## config.mk

```make
export PLATFORM = sky130hd
export DESIGN_NAME = nmde_edge
export DESIGN_NICKNAME = d
export VERILOG_FILES = /design/src/design/nmde_pkg.sv /design/src/design/nmde_edge.sv
export SDC_FILE = /design/constraint.sdc
export NUM_CORES = 1
export LEC_CHECK = 0
export ABC_CLOCK_PERIOD_IN_PS = 800
export BUFFER_PORTS_ARGS = -buffer_cell sky130_fd_sc_hd__buf_2
export CAP_MARGIN = 20
export CORE_MARGIN = 10
export CORE_UTILIZATION = 50
export DETAILED_ROUTE_END_ITERATION = 10
export GPL_TIMING_DRIVEN = 0
export PLACE_DENSITY = 0.69
export SLEW_MARGIN = 20
export SYNTH_ARGS = -nofsm -noshare
export SYNTH_HDL_FRONTEND = slang
export SYNTH_SLANG_ARGS = --single-unit
```

## constraint.sdc

```tcl
create_clock -name clk_i -period 0.8 [get_ports clk_i]
set_input_delay 0.16 -clock clk_i [delete_from_list [all_inputs] [get_ports clk_i]]
set_output_delay 0.16 -clock clk_i [all_outputs]
set_load 0.03 [all_outputs]
```

## src/design/nmde_pkg.sv

```systemverilog
package nmde_pkg;

  localparam int unsigned MAX_WIDTH = 4096;
  localparam int unsigned COL_W     = (MAX_WIDTH > 1) ? $clog2(MAX_WIDTH) : 1;
  localparam int unsigned CFG_W     = 13;
  localparam int unsigned PIX_W     = 8;
  localparam int unsigned LEN_W     = 32;
  localparam int unsigned WORD_W    = 2 * PIX_W;

  localparam int unsigned OUT_DEPTH = 16;
  localparam int unsigned OUT_PTR_W = $clog2(OUT_DEPTH);
  localparam int unsigned OUT_CNT_W = OUT_PTR_W + 1;
  // Three pipeline stages plus the incoming transaction, two results each at most.
  localparam int unsigned OUT_SLACK = 8;

  localparam logic [LEN_W-1:0] RUN_MAX = '1;

  typedef enum logic {
    KIND_PIXEL = 1'b0,
    KIND_DRAIN = 1'b1
  } kind_e;

  typedef logic [PIX_W-1:0] pix_t;

  // One image column: row above, row under evaluation, row below.
  typedef struct packed {
    pix_t top;
    pix_t mid;
    pix_t bot;
  } col_t;

  typedef struct packed {
    logic valid;
    logic eval_a;
    logic eval_b;
    logic a_left;
    logic a_right;
    logic b_left;
    logic top_ok;
    logic bot_ok;
    logic final_run;
  } eval_ctl_t;

  typedef struct packed {
    logic use_a;
    logic use_b;
    logic final_run;
    pix_t edge_a;
    pix_t edge_b;
  } edge_res_t;

  typedef struct packed {
    pix_t             edge_value;
    logic [LEN_W-1:0] run_length;
    logic             last_run;
  } run_t;

  function automatic pix_t abs_gap(pix_t a, pix_t b);
    return (a > b) ? (a - b) : (b - a);
  endfunction

  function automatic pix_t max2(pix_t a, pix_t b);
    return (a > b) ? a : b;
  endfunction

  function automatic pix_t edge_of(col_t ctr, col_t lft, col_t rgt, logic has_l,
                                   logic has_r, logic top_ok, logic bot_ok);
    pix_t best;
    pix_t c;
    best = '0;
    c    = ctr.mid;
    if (top_ok) best = max2(best, abs_gap(c, ctr.top));
    if (bot_ok) best = max2(best, abs_gap(c, ctr.bot));
    if (has_l) begin
      best = max2(best, abs_gap(c, lft.mid));
      if (top_ok) best = max2(best, abs_gap(c, lft.top));
      if (bot_ok) best = max2(best, abs_gap(c, lft.bot));
    end
    if (has_r) begin
      best = max2(best, abs_gap(c, rgt.mid));
      if (top_ok) best = max2(best, abs_gap(c, rgt.top));
      if (bot_ok) best = max2(best, abs_gap(c, rgt.bot));
    end
    return best;
  endfunction

endpackage

```

## src/design/nmde_edge.sv

```systemverilog
module nmde_edge
  import nmde_pkg::*;
(
  input  logic       clk_i,
  input  logic       rst_ni,
  input  col_t [2:0] win_i,
  input  eval_ctl_t  eval_i,
  output edge_res_t  res_o
);

  edge_res_t res_q, res_d;

  // Column A is the window centre; column B is the right edge at the end of a row.
  always_comb begin
    res_d.use_a     = eval_i.valid && eval_i.eval_a;
    res_d.use_b     = eval_i.valid && eval_i.eval_b;
    res_d.final_run = eval_i.valid && eval_i.final_run;
    res_d.edge_a    = edge_of(win_i[1], win_i[0], win_i[2], eval_i.a_left, eval_i.a_right,
                              eval_i.top_ok, eval_i.bot_ok);
    res_d.edge_b    = edge_of(win_i[2], win_i[1], win_i[2], eval_i.b_left, 1'b0,
                              eval_i.top_ok, eval_i.bot_ok);
  end

  always_ff @(posedge clk_i or negedge rst_ni) begin
    if (!rst_ni) begin
      res_q <= '0;
    end else begin
      res_q <= res_d;
    end
  end

  assign res_o = res_q;

endmodule

```

# Word-level counts from Yosys, hierarchy flattened

Cells that the tools add are included.

Output and inout port bits: 19
Word-level logic and storage cells: 100
Register bits: 19
Input bits: 83

$add $sub $neg: 24
$lt $le $gt $ge: 26
Reductions and logical operators: 3
Mux-type cells: 42

Operators by type and width:

| operator           | count |
|---|---|
| $mux 8             | 42 |
| $gt 8x8->1         | 24 |
| $sub 8x8->8        | 24 |
| $gt 1x8->1 const A | 2 |
| $logic_and 1x1->1  | 3 |

# Logic depth before layout (Yosys ltp)

Gate-level depths: netlist of the first run.

Depth in word-level cells: 28
Gate-level depth with buffers: 74
Depth with buffers taken out: 70

# Worst setup path after synthesis of the first run

Ideal clock, no wire load.

Path kind: input -> register
Start: in win_i[32] in the netlist's numbering
End: reg res_q, in the netlist res_o[9]
Library setup time: 87 ps
Required time: 713 ps
Setup slack: -14003 ps
Buffers on the path: 5
Data arrival time: 14715 ps
Stages: 64
Cells stage by stage: inv_1 ha_1 inv_1 fa_1 nand3_1 a21oi_2 o32ai_4 mux2i_1 xor2_1 inv_1 ha_1 a211oi_1 o21ai_0 a2111oi_2 or2_2 buf_2 nor4b_1 or2_2 (+28 left out) mux2i_1 ha_1 a21o_1 a21oi_1 o211ai_1 a21oi_1 clkinv_1 nand2_1 nor2_1 a211oi_1 o21ai_0 ha_1 nand3_1 nor3_1 o21ai_0 nor2_1 mux2_2 a22oi_1

RTL lines:

| what                 | line            | source |
|---|---|---|
| from (decl)          | nmde_edge.sv:6  | `input col_t [2:0] win_i,` |
| to (signal assigned) | nmde_edge.sv:28 | `res_q <= res_d;` |
| to (decl)            | nmde_edge.sv:11 | `edge_res_t res_q, res_d;` |

==> results of run 1 <==
[layout make-up]
class / instances / area (um^2)
plain buffers: 44 / 330
clock buffers: 3 / 75.1
clock inverters: 1 / 5.00
fillers: 1788 / 6910
inverters: 180 / 762
multi-input cells: 1296 / 12400
flip-flops and latches: 19 / 475
well taps: 319 / 399
repair buffers: 279 / 2230
[synth_stat cells, types with 24 or more instances]
| master | number | share of area [%] |
|---|---|---|
| nand3_1 | 28 | 1.2 |
| xnor2_1 | 41 | 3.0 |
| a21o_1 | 61 | 3.8 |
| inv_1 | 178 | 5.5 |
| o21ai_0 | 61 | 2.5 |
| nand4_1 | 24 | 1.2 |
| o21a_1 | 26 | 1.6 |
| mux2_2 | 25 | 2.3 |
| a21oi_1 | 144 | 6.0 |
| mux2i_1 | 92 | 7.6 |
| ha_1 | 269 | 28 |
| fa_1 | 24 | 4.0 |
| nand2_1 | 91 | 2.8 |
| nor2_1 | 63 | 2.0 |
[routing by layer]
metal | vias to the layer above | GRT usage [%] | share of wire, %
met5 | - | 0 | 0
met4 | 0 | 9.25 | 3.7
met3 | 137 | 5.02 | 10
met2 | 712 | 45.3 | 44
met1 | 6431 | 38.8 | 41
li1 | 6189 | - | -
[path summary, 6_finish.rpt]
kind,startpoint,end,slack (ns),cells after the start
worst max-delay path,win_i[29],res_o[10],-12.43,68
worst min-delay path,eval_i[6],res_o[17],0.09,2
max in group asynchronous,rst_ni,res_o[15],0.21,2
min in group asynchronous,rst_ni,res_o[16],0.34,2
[report_power, final]
part	internal, mW	leakage [nW]	switching, mW
clock network	0.676	0.0409	0.491
registers	1.42	0.228	0.214
logic	24.9	7.70	27.5
[logic make-up (layout without fill, tap and decap cells)]
| group | Yosys count | count (layout) | synth area share, % |
|---|---|---|---|
| AOI/OAI and AO/OA | 497 | 498 | 28.3 |
| xor gates and xnor gates | 63 | 63 | 4.58 |
| adders and majority gates | 293 | 293 | 31.9 |
| buffers and inverters | 228 | 507 | 7.51 |
| DFF | 19 | 19 | 3.95 |
| muxes | 118 | 118 | 10.1 |
| and+or+nand+nor | 323 | 324 | 13.7 |
[metrics by stage]
step | std cells | cell area (um^2) | TNS, ns | hold WS (ns) | setup WS, ns
6_report | 2141 | 16700 | -161.13 | 0.0888 | -12.43
5_1_grt | 2141 | 16700 | -167.01 | 0.0976 | -12.84
4_1_cts | 2087 | 15700 | -156.47 | 0.0995 | -12.09
3_5_place_dp | 1960 | 13500 | -185.73 | 0.154 | -14.98
3_3_place_gp | 1960 | 13500 | -182.78 | 0.145 | -14.73
2_1_floorplan | 1541 | 12600 | -147.64 | -0.136 | -11.73
[cell usage in the layout (no fill, tap or decap), types with 38 or more instances in the layout]
master,count
nand2_1,84
buf_6,45
inv_1,145
ha_4,39
nor2_1,54
buf_4,164
mux2i_1,75
buf_2,77
a21o_1,60
ha_1,225
o21ai_0,38
a21oi_1,109
[what timing repair did]
action | 4_1_cts | 5_1_grt
buffers inserted | 121 | 55
pin swaps | 113 | 106
endpoints found under the hold margin | 19 | 0
gates cloned | 4 | 0
setup endpoints to repair | 35 | 54
resized for setup | 258 | 122
hold buffers | 1 | 0
==> summary.md, run 1 <==
| Metric | Value |
|---|---|
| Outcome | `finished, violations left` |
| Failing checks | `negative setup slack` |
| Critical path class | `primary input to flip-flop` |
| GR Util All Layers | `28.8%` |
| Total CTS buffers | `3` |
| Cell Rows | `56` |
| Fmax | `roughly 76 MHz` |
| Initial Utilization | `between 50% and 60%` |
| CTS tree | `done` |
| Nets | `about 2,200` |
| CTS root buf | `clkbuf_16` |
| Async SR Flop Fraction | `between 90% and 100%` |
| Layout cell share with drive strength beyond 1 | `between 30% and 40%` |
| Clock Pin Slew Worst Setup and Hold Paths | `roughly 0.08 ns` |
| # DRC | `0` |
| WL final | `about 48 mm` |
| Top FF cell, synth | `dfrtp_1` |
| Initial antenna violation count | `0` |
| Setup ws final | `-12.43 ns` |
| Power Dens Cells | `~3300 nW/um^2` |
| Largest net degree at the start of global routing | `20` |
| CP top delay family | `compound AO/OA/AOI/OAI gates` |
| Crit path buf inv count | `13` |
| Routed len/inst | `roughly 23 um` |
| Critical Path AT | `roughly 13 ns` |
| Pleak | `approximately 8 nW` |
| Power Total | `55.2 mW` |
| I/O pins | `102` |
| Maximum VDD drop | `roughly 0.0025 V` |
| Mapped Cells | `between 1,500 and 2,000` |
| Pins over their slew limit | `0` |
| Slowest stage delay, CP | `roughly 0.38 ns` |
| Slowest CP cell | `a221o_1` |
| Most frequent CP cell | `ha_1` |
| Final setup vio count | `35` |
| Hold Fails Final Rpt | `0` |
| Global-route wire length before repair | `a little over 70 mm` |
| Yosys cell types | `slightly above 90` |
| Critical path endpoint category | `flip-flop` |
| EDFF count, synth | `0` |
| Final Critical Period | `~13 ns` |
| Worst EP required | `0.98 ns` |
| Crit path max fanout | `8` |
| #FFs+latches synth | `19` |
| Die ar. | `30,700 um^2` |
| Number of flip-flops in the largest register | `19` |
| I/O Buffers | `100` |
| First-pass DRT Iterations | `5` |
| Routability cong. | `~0.99` |
| YS warnings | `0` |
| CP Launch Type | `primary input` |
| Avg Vias per Cell | `approximately 6.3` |
| Post-synthesis area per instance | `between 7 and 8 um^2` |
| Die height | `about 180 um` |
| Vias in the first global route | `12,907` |
| Syn nets | `approximately 1,900` |
| Tightest Pin Transition | `around 0.74 ns` |
| Cell Area, Synth | `12,000 um^2` |
| Hold Crit Class | `primary input to flip-flop` |
| Post-synthesis sequential area ratio | `roughly 4%` |
| CTS H-tree lvls | `1` |
| # diodes | `0` |
| Clock Path Buffers | `2` |
| Max-capacitance violation count | `0` |
| Period utilisation layout | `1650%` |
| RSZ-0062 raised after global routing | `true` |
| Layout overhead on the synthesized area | `38.6%` |
| Vias after detailed routing | `13,469` |
| DRT antenna net count | `0` |
| Chip width | `approximately 180 um` |
| Post-layout util | `a little over two thirds` |
| Core ar. | `about 24,000 um^2` |
| GRT overflow | `0` |
| Sink Count | `19` |
| Initial DRC count | `1,334` |
| DP HPWL | `roughly 34 mm` |
| Max-slew headroom | `around half` |
(Power assumes the default switching activity.)
==> run 2, diff against run 1 <==
- RECOVER_POWER: not set -> 25
==> run 2 against run 1 <==
The run still ends with negative setup slack left. Critical path depth did not move. Final cell count is the same. Utilization hardly changed. Largest cell class unchanged.
==> summary.md, run 2 (synthesis gave the netlist of run 1 again) <==
| Metric | Value |
|---|---|
| Core ar. | `23,600 um^2 (unchanged)` |
| Comb power frac | `94.9% (about the same)` |
| Failing checks | `negative setup slack` |
| Period utilisation layout | `1650% (about the same)` |
| CTS H-tree lvls | `1 (unchanged)` |
| Layout cell share with drive strength beyond 1 | `34.4% (-0.055 points)` |
| CTS tree | `done` |
| Slowest stage delay, CP | `0.38 ns (about the same)` |
| Final setup vio count | `35 (unchanged)` |
| RSZ-0062 raised after global routing | `true` |
| Die ar. | `30,700 um^2 (unchanged)` |
| Commonest non-fill, non-tap cell in the layout | `ha_1` |
| DP HPWL | `33.9 mm (unchanged)` |
| WL final | `48.5 mm (about the same)` |
| Initial DRC count | `1,336 (+0.15%)` |
| Outcome | `finished, violations left` |
| Fmax | `75.6 MHz (about the same)` |
| Max-capacitance violation count | `0 (unchanged)` |
| Avg Vias per Cell | `6.29 (about the same)` |
| Layout overhead on the synthesized area | `38.6% (about the same)` |
| Clock Path Buffers | `2 (unchanged)` |
| Critical path class | `primary input to flip-flop` |
| Pins over their slew limit | `0 (unchanged)` |
| Hold depth | `2 (unchanged)` |
| Sink Count | `19 (unchanged)` |
| I/O Buffers | `100 (unchanged)` |
| Initial Utilization | `51.0% (unchanged)` |
| Critical Path AT | `13.42 ns (about the same)` |
| Pleak | `7.96 nW (about the same)` |
| Crit path buf inv count | `13 (unchanged)` |
| Tightest Pin Transition | `0.734 ns (-0.000762 ns)` |
| Hold Fails Final Rpt | `0 (unchanged)` |
| Seq pwr share | `3.0% (about the same)` |
| # DRC | `0 (unchanged)` |
| Routed len/inst | `22.6 um (about the same)` |
| Clock Pin Slew Worst Setup and Hold Paths | `0.08 ns (about the same)` |
| Routability cong. | `0.988 (unchanged)` |
| First-pass DRT Iterations | `5 (unchanged)` |
| CTS root buf | `clkbuf_16` |
| Cell count along the critical path | `68 (unchanged)` |
| Initial antenna violation count | `0 (unchanged)` |
| Total CTS buffers | `3 (unchanged)` |
| Cell Rows | `56 (unchanged)` |
| P_sw | `28.3 mW (about the same)` |
| Max-slew headroom | `51.0% (about the same)` |
| Fill count | `1,789 (+0.056%)` |
| DRT antenna net count | `0 (unchanged)` |
| Crit path max fanout | `8 (unchanged)` |
| Number of flip-flops in the largest register | `19 (unchanged)` |
| Die height | `175 um (unchanged)` |
| Slowest CP cell | `a221o_1` |
| Largest net degree at the start of global routing | `20 (unchanged)` |
| Most frequent CP cell | `ha_1` |
| Vias after detailed routing | `13,473 (+0.030%)` |
| Power Dens Cells | `3310 nW/um^2 (about the same)` |
| Chip width | `175 um (unchanged)` |
| P_int | `27.0 mW (about the same)` |
| Critical path endpoint category | `flip-flop` |
| Most frequent cells in the layout | `ha_1, buf_4, inv_1, a21oi_1, nand2_1` |
| Setup ws final | `-12.44 ns (-0.00180 ns)` |
| Global-route wire length before repair | `71.2 mm (unchanged)` |
| Maximum VDD drop | `0.00247 V (about the same)` |
| GR Util All Layers | `28.8% (unchanged)` |
| CP Launch Type | `primary input` |
| GRT overflow | `0 (unchanged)` |
| Total negative slack | `-161.32 ns (-0.183 ns)` |
| CP top delay family | `compound AO/OA/AOI/OAI gates` |
| # diodes | `0 (unchanged)` |
| Final Critical Period | `13.24 ns (+0.00180 ns)` |
| Clock power frac | `2.1% (about the same)` |
| Power Total | `55.2 mW (about the same)` |
| Hold Crit Class | `primary input to flip-flop` |
| Nets | `2,199 (unchanged)` |
| I/O pins | `102 (unchanged)` |
| Vias in the first global route | `12,907 (unchanged)` |
| Worst EP required | `0.98 ns (about the same)` |
| Switching part of the total power | `51.2% (about the same)` |
-- run 2: cell count changes in the layout (fill, tap and decap cells not counted), sizes merged --
cell,change
clkbuf,+1
buf,-1
-- run 2: path summary, 6_finish.rpt --
check	startpoint	to
min in group asynchronous	rst_ni	res_o[16]
max in group asynchronous	rst_ni	res_o[15]
hold / removal	eval_i[6]	res_o[17]
setup / recovery	win_i[29]	res_o[10]
-- run 2: power groups by stage --
| stage | combinational (mW) | clock [mW] | sequential, mW |
|---|---|---|---|
| after floorplan | 25.8 | 0 | 2.40 |
| after global placement | 33.6 | 0 | 1.51 |
| after detailed placement | 34.3 | 0 | 1.51 |
| after CTS | 44.4 | 1.15 | 1.60 |
| after global routing | 55.8 | 1.20 | 1.66 |
| final | 52.4 | 1.17 | 1.63 |
-- run 2: layout make-up --
cell class / instances / area, um^2 / share of cell area [%]
sequential: 19 / 475 / 2.85
clock inverter: 1 / 5.00 / 0.0300
multi-input combinational: 1296 / 12400 / 74.4
inverter: 180 / 762 / 4.56
timing repair buffer: 279 / 2230 / 13.3
buffer: 44 / 330 / 1.98
clock buffer: 3 / 75.1 / 0.450
tap: 319 / 399 / 2.39
-- run 2: timing repair --
| item | CTS | global route |
|---|---|---|
| hold buffers | 1 | 0 |
| buffers inserted | 121 | 55 |
| gates resized for setup | 258 | 122 |
| pin swaps | 113 | 106 |
| setup endpoints to repair | 35 | 54 |
| hold endpoints to repair | 19 | 0 |
| gates cloned | 4 | 0 |
-- run 2: stage by stage --
stage          util, %  hold WS, ns  instances  instance area, um^2  worst slack, ns
6_report          70.7       0.0889       2141                16700           -12.44
5_1_grt           70.7       0.0976       2141                16700           -12.84
4_1_cts           66.4       0.0995       2087                15700           -12.09
3_5_place_dp      57.1        0.154       1960                13500           -14.98
3_3_place_gp      57.1        0.145       1960                13500           -14.73
2_1_floorplan        -       -0.136       1541                12600           -11.73
-- run 2: metal layers --
metal / GRT usage, % / routed length [um] / part of all wire (%) / vias up
li1: - / - / - / 6191
met4: 9.25 / 1830 / 3.8 / 0
met2: 45.3 / 21500 / 44 / 716
met3: 5.02 / 5090 / 11 / 143
met5: 0 / 0 / 0 / -
met1: 38.8 / 20100 / 41 / 6423
==> run 3, diff against run 2 <==
- ABC_CLOCK_PERIOD_IN_PS: 800 -> not set
- SKIP_CTS_REPAIR_TIMING: not set -> 1
==> run 3 against run 2 <==
The run ends with negative hold slack, negative setup slack left. Sequential share of layout area about the same. Clock power about the same. Maximum frequency decreased by 0.49%. Via count decreased by 2.7%. Critical path depth increased by 3. Final cell count decreased by 0.89%. Global-route usage decreased by 2.9 points. Sequential cell count unchanged. Non-clock buffer count decreased by 18. First-iteration DRC count decreased by 25%. Cell area decreased by 1.6%. Setup slack got worse by 0.065 ns. Critical path type unchanged.
==> summary.md, run 3 (synthesis gave the netlist of run 1 again) <==
| Metric | Value |
|---|---|
| Total CTS buffers | `3 (unchanged)` |
| Critical Path AT | `13.48 ns (+0.06 ns)` |
| CTS root buf | `clkbuf_16` |
| Setup WS pre-CTS | `-14.98 ns (unchanged)` |
| Crit path buf inv count | `16 (+3)` |
| GR Util All Layers | `25.9% (-2.9 points)` |
| Sink Count | `19 (unchanged)` |
| Design area | `16,400 um^2 (-1.6%)` |
| Number of flip-flops in the largest register | `19 (unchanged)` |
| WL final | `45.6 mm (-5.8%)` |
| CP top delay family | `compound AO/OA/AOI/OAI gates` |
| CP endpoint | `res_o[10]` |
| I/O pins | `102 (unchanged)` |
| Slowest CP cell | `fa_2` |
| # DRC | `0 (unchanged)` |
| Max-capacitance violation count | `0 (unchanged)` |
| Core ar. | `23,600 um^2 (unchanged)` |
| Tightest Pin Transition | `0.794 ns (+0.0596 ns)` |
| Chip width | `175 um (unchanged)` |
| Initial DRC count | `1,001 (-25%)` |
| Nets | `2,180 (-0.86%)` |
| Largest net degree at the start of global routing | `20 (unchanged)` |
| Die height | `175 um (unchanged)` |
| Critical path class | `primary input to flip-flop` |
| Vias after detailed routing | `13,113 (-2.7%)` |
| Final Critical Period | `13.30 ns (+0.0652 ns)` |
| Most frequent CP cell | `buf_4` |
| Clock Pin Slew Worst Setup and Hold Paths | `0.07 ns (about the same)` |
| First-pass DRT Iterations | `5 (unchanged)` |
| DP HPWL | `33.9 mm (unchanged)` |
| Routed len/inst | `21.5 um (-4.9%)` |
| GRT overflow | `0 (unchanged)` |
| Hold Crit Class | `primary input to async pin` |
| CP Launch Point | `win_i[32]` |
| Die ar. | `30,700 um^2 (unchanged)` |
| I/O Buffers | `100 (unchanged)` |
| Pins over their slew limit | `0 (unchanged)` |
| CTS tree | `done` |
| Vias in the first global route | `11,753 (-8.9%)` |
| Outcome | `finished, violations left` |
| Worst EP required | `0.98 ns (about the same)` |
| Power Dens Cells | `3160 nW/um^2 (-4.4%)` |
| Period utilisation layout | `1660% (+8.1 points)` |
| Initial Utilization | `51.0% (unchanged)` |
| Commonest non-fill, non-tap cell in the layout | `ha_1` |
| Placement Cell Area | `13,500 um^2 (unchanged)` |
| Critical path endpoint category | `flip-flop` |
| Clock Path Buffers | `2 (unchanged)` |
| Final setup vio count | `35 (unchanged)` |
| RSZ-0062 raised after global routing | `true` |
| CP Launch Type | `primary input` |
| # diodes | `0 (unchanged)` |
| Global-route wire length before repair | `64.3 mm (-9.7%)` |
| Hold slack | `-0.132 ns (-0.221 ns)` |
| Pleak | `7.85 nW (-1.4%)` |
| Routability cong. | `0.988 (unchanged)` |
| Max-slew headroom | `47.1% (-4.0 points)` |
| Initial antenna violation count | `1 (+1)` |
| Post-layout util | `69.6% (-1.1 points)` |
| CTS H-tree lvls | `1 (unchanged)` |
| Layout cell share with drive strength beyond 1 | `32.7% (-1.7 points)` |
| Cell count along the critical path | `71 (+4.4%)` |
| DRT antenna net count | `0 (unchanged)` |
| Fill count | `1,834 (+2.5%)` |
| Fmax | `75.2 MHz (-0.49%)` |
| Crit path max fanout | `7 (-1)` |
| Setup ws final | `-12.50 ns (-0.0652 ns)` |
| Hold Fails Final Rpt | `19 (+19)` |
| Cell Rows | `56 (unchanged)` |
| Maximum VDD drop | `0.00264 V (+7.0%)` |
| Most frequent cells in the layout | `ha_1, inv_1, buf_4, a21oi_1, nand2_1` |
| Layout overhead on the synthesized area | `36.4%` |
| Slowest stage delay, CP | `0.38 ns (about the same)` |
| Failing checks | `negative hold slack, negative setup slack` |
| Avg Vias per Cell | `6.18 (-1.8%)` |
run 3: metrics by stage:
step           cells  power, mW  setup TNS, ns  hold slack [ns]
2_1_floorplan   1541       28.2        -147.64           -0.136
3_3_place_gp    1960       35.1        -182.78            0.145
3_5_place_dp    1960       35.8        -185.73            0.154
4_1_cts         1964       37.1        -185.05           -0.131
5_1_grt         2122       55.6        -167.77          -0.0857
6_report        2122       52.0        -161.94           -0.132
run 3: final cells by class:
type | instances | area, um^2 | area share, %
multi-input combinational | 1295 | 12300 | 74.6
sequential | 19 | 475 | 2.89
clock inverter | 1 | 5.00 | 0.0304
tap | 319 | 399 | 2.43
buffer | 45 | 320 | 1.95
clock buffer | 3 | 75.1 | 0.457
inverter | 180 | 753 | 4.58
timing repair buffer | 260 | 2150 | 13.1
run 3: power by group:
| part | switching (mW) | total, mW | internal (mW) |
|---|---|---|---|
| combinational | 25.8 | 49.2 | 23.4 |
| clock | 0.464 | 1.14 | 0.675 |
| sequential | 0.197 | 1.61 | 1.42 |
run 3: worst min path at each step:
stage | startpoint | end | depth (start not counted)
3_5_place_dp | rst_ni | res_o[12] | 1
6_report | rst_ni | res_o[16] | 1
2_1_floorplan | rst_ni | res_o[0] | 0
5_1_grt | rst_ni | res_o[16] | 1
4_1_cts | rst_ni | res_o[16] | 1
3_3_place_gp | rst_ni | res_o[11] | 1
run 3: layer usage:
metal	vias up	GRT usage, %	routed length (um)
met2	600	41.3	20800
li1	6162	-	-
met3	81	5.13	3830
met1	6270	35.1	19900
met5	-	0	0
met4	0	5.69	1150
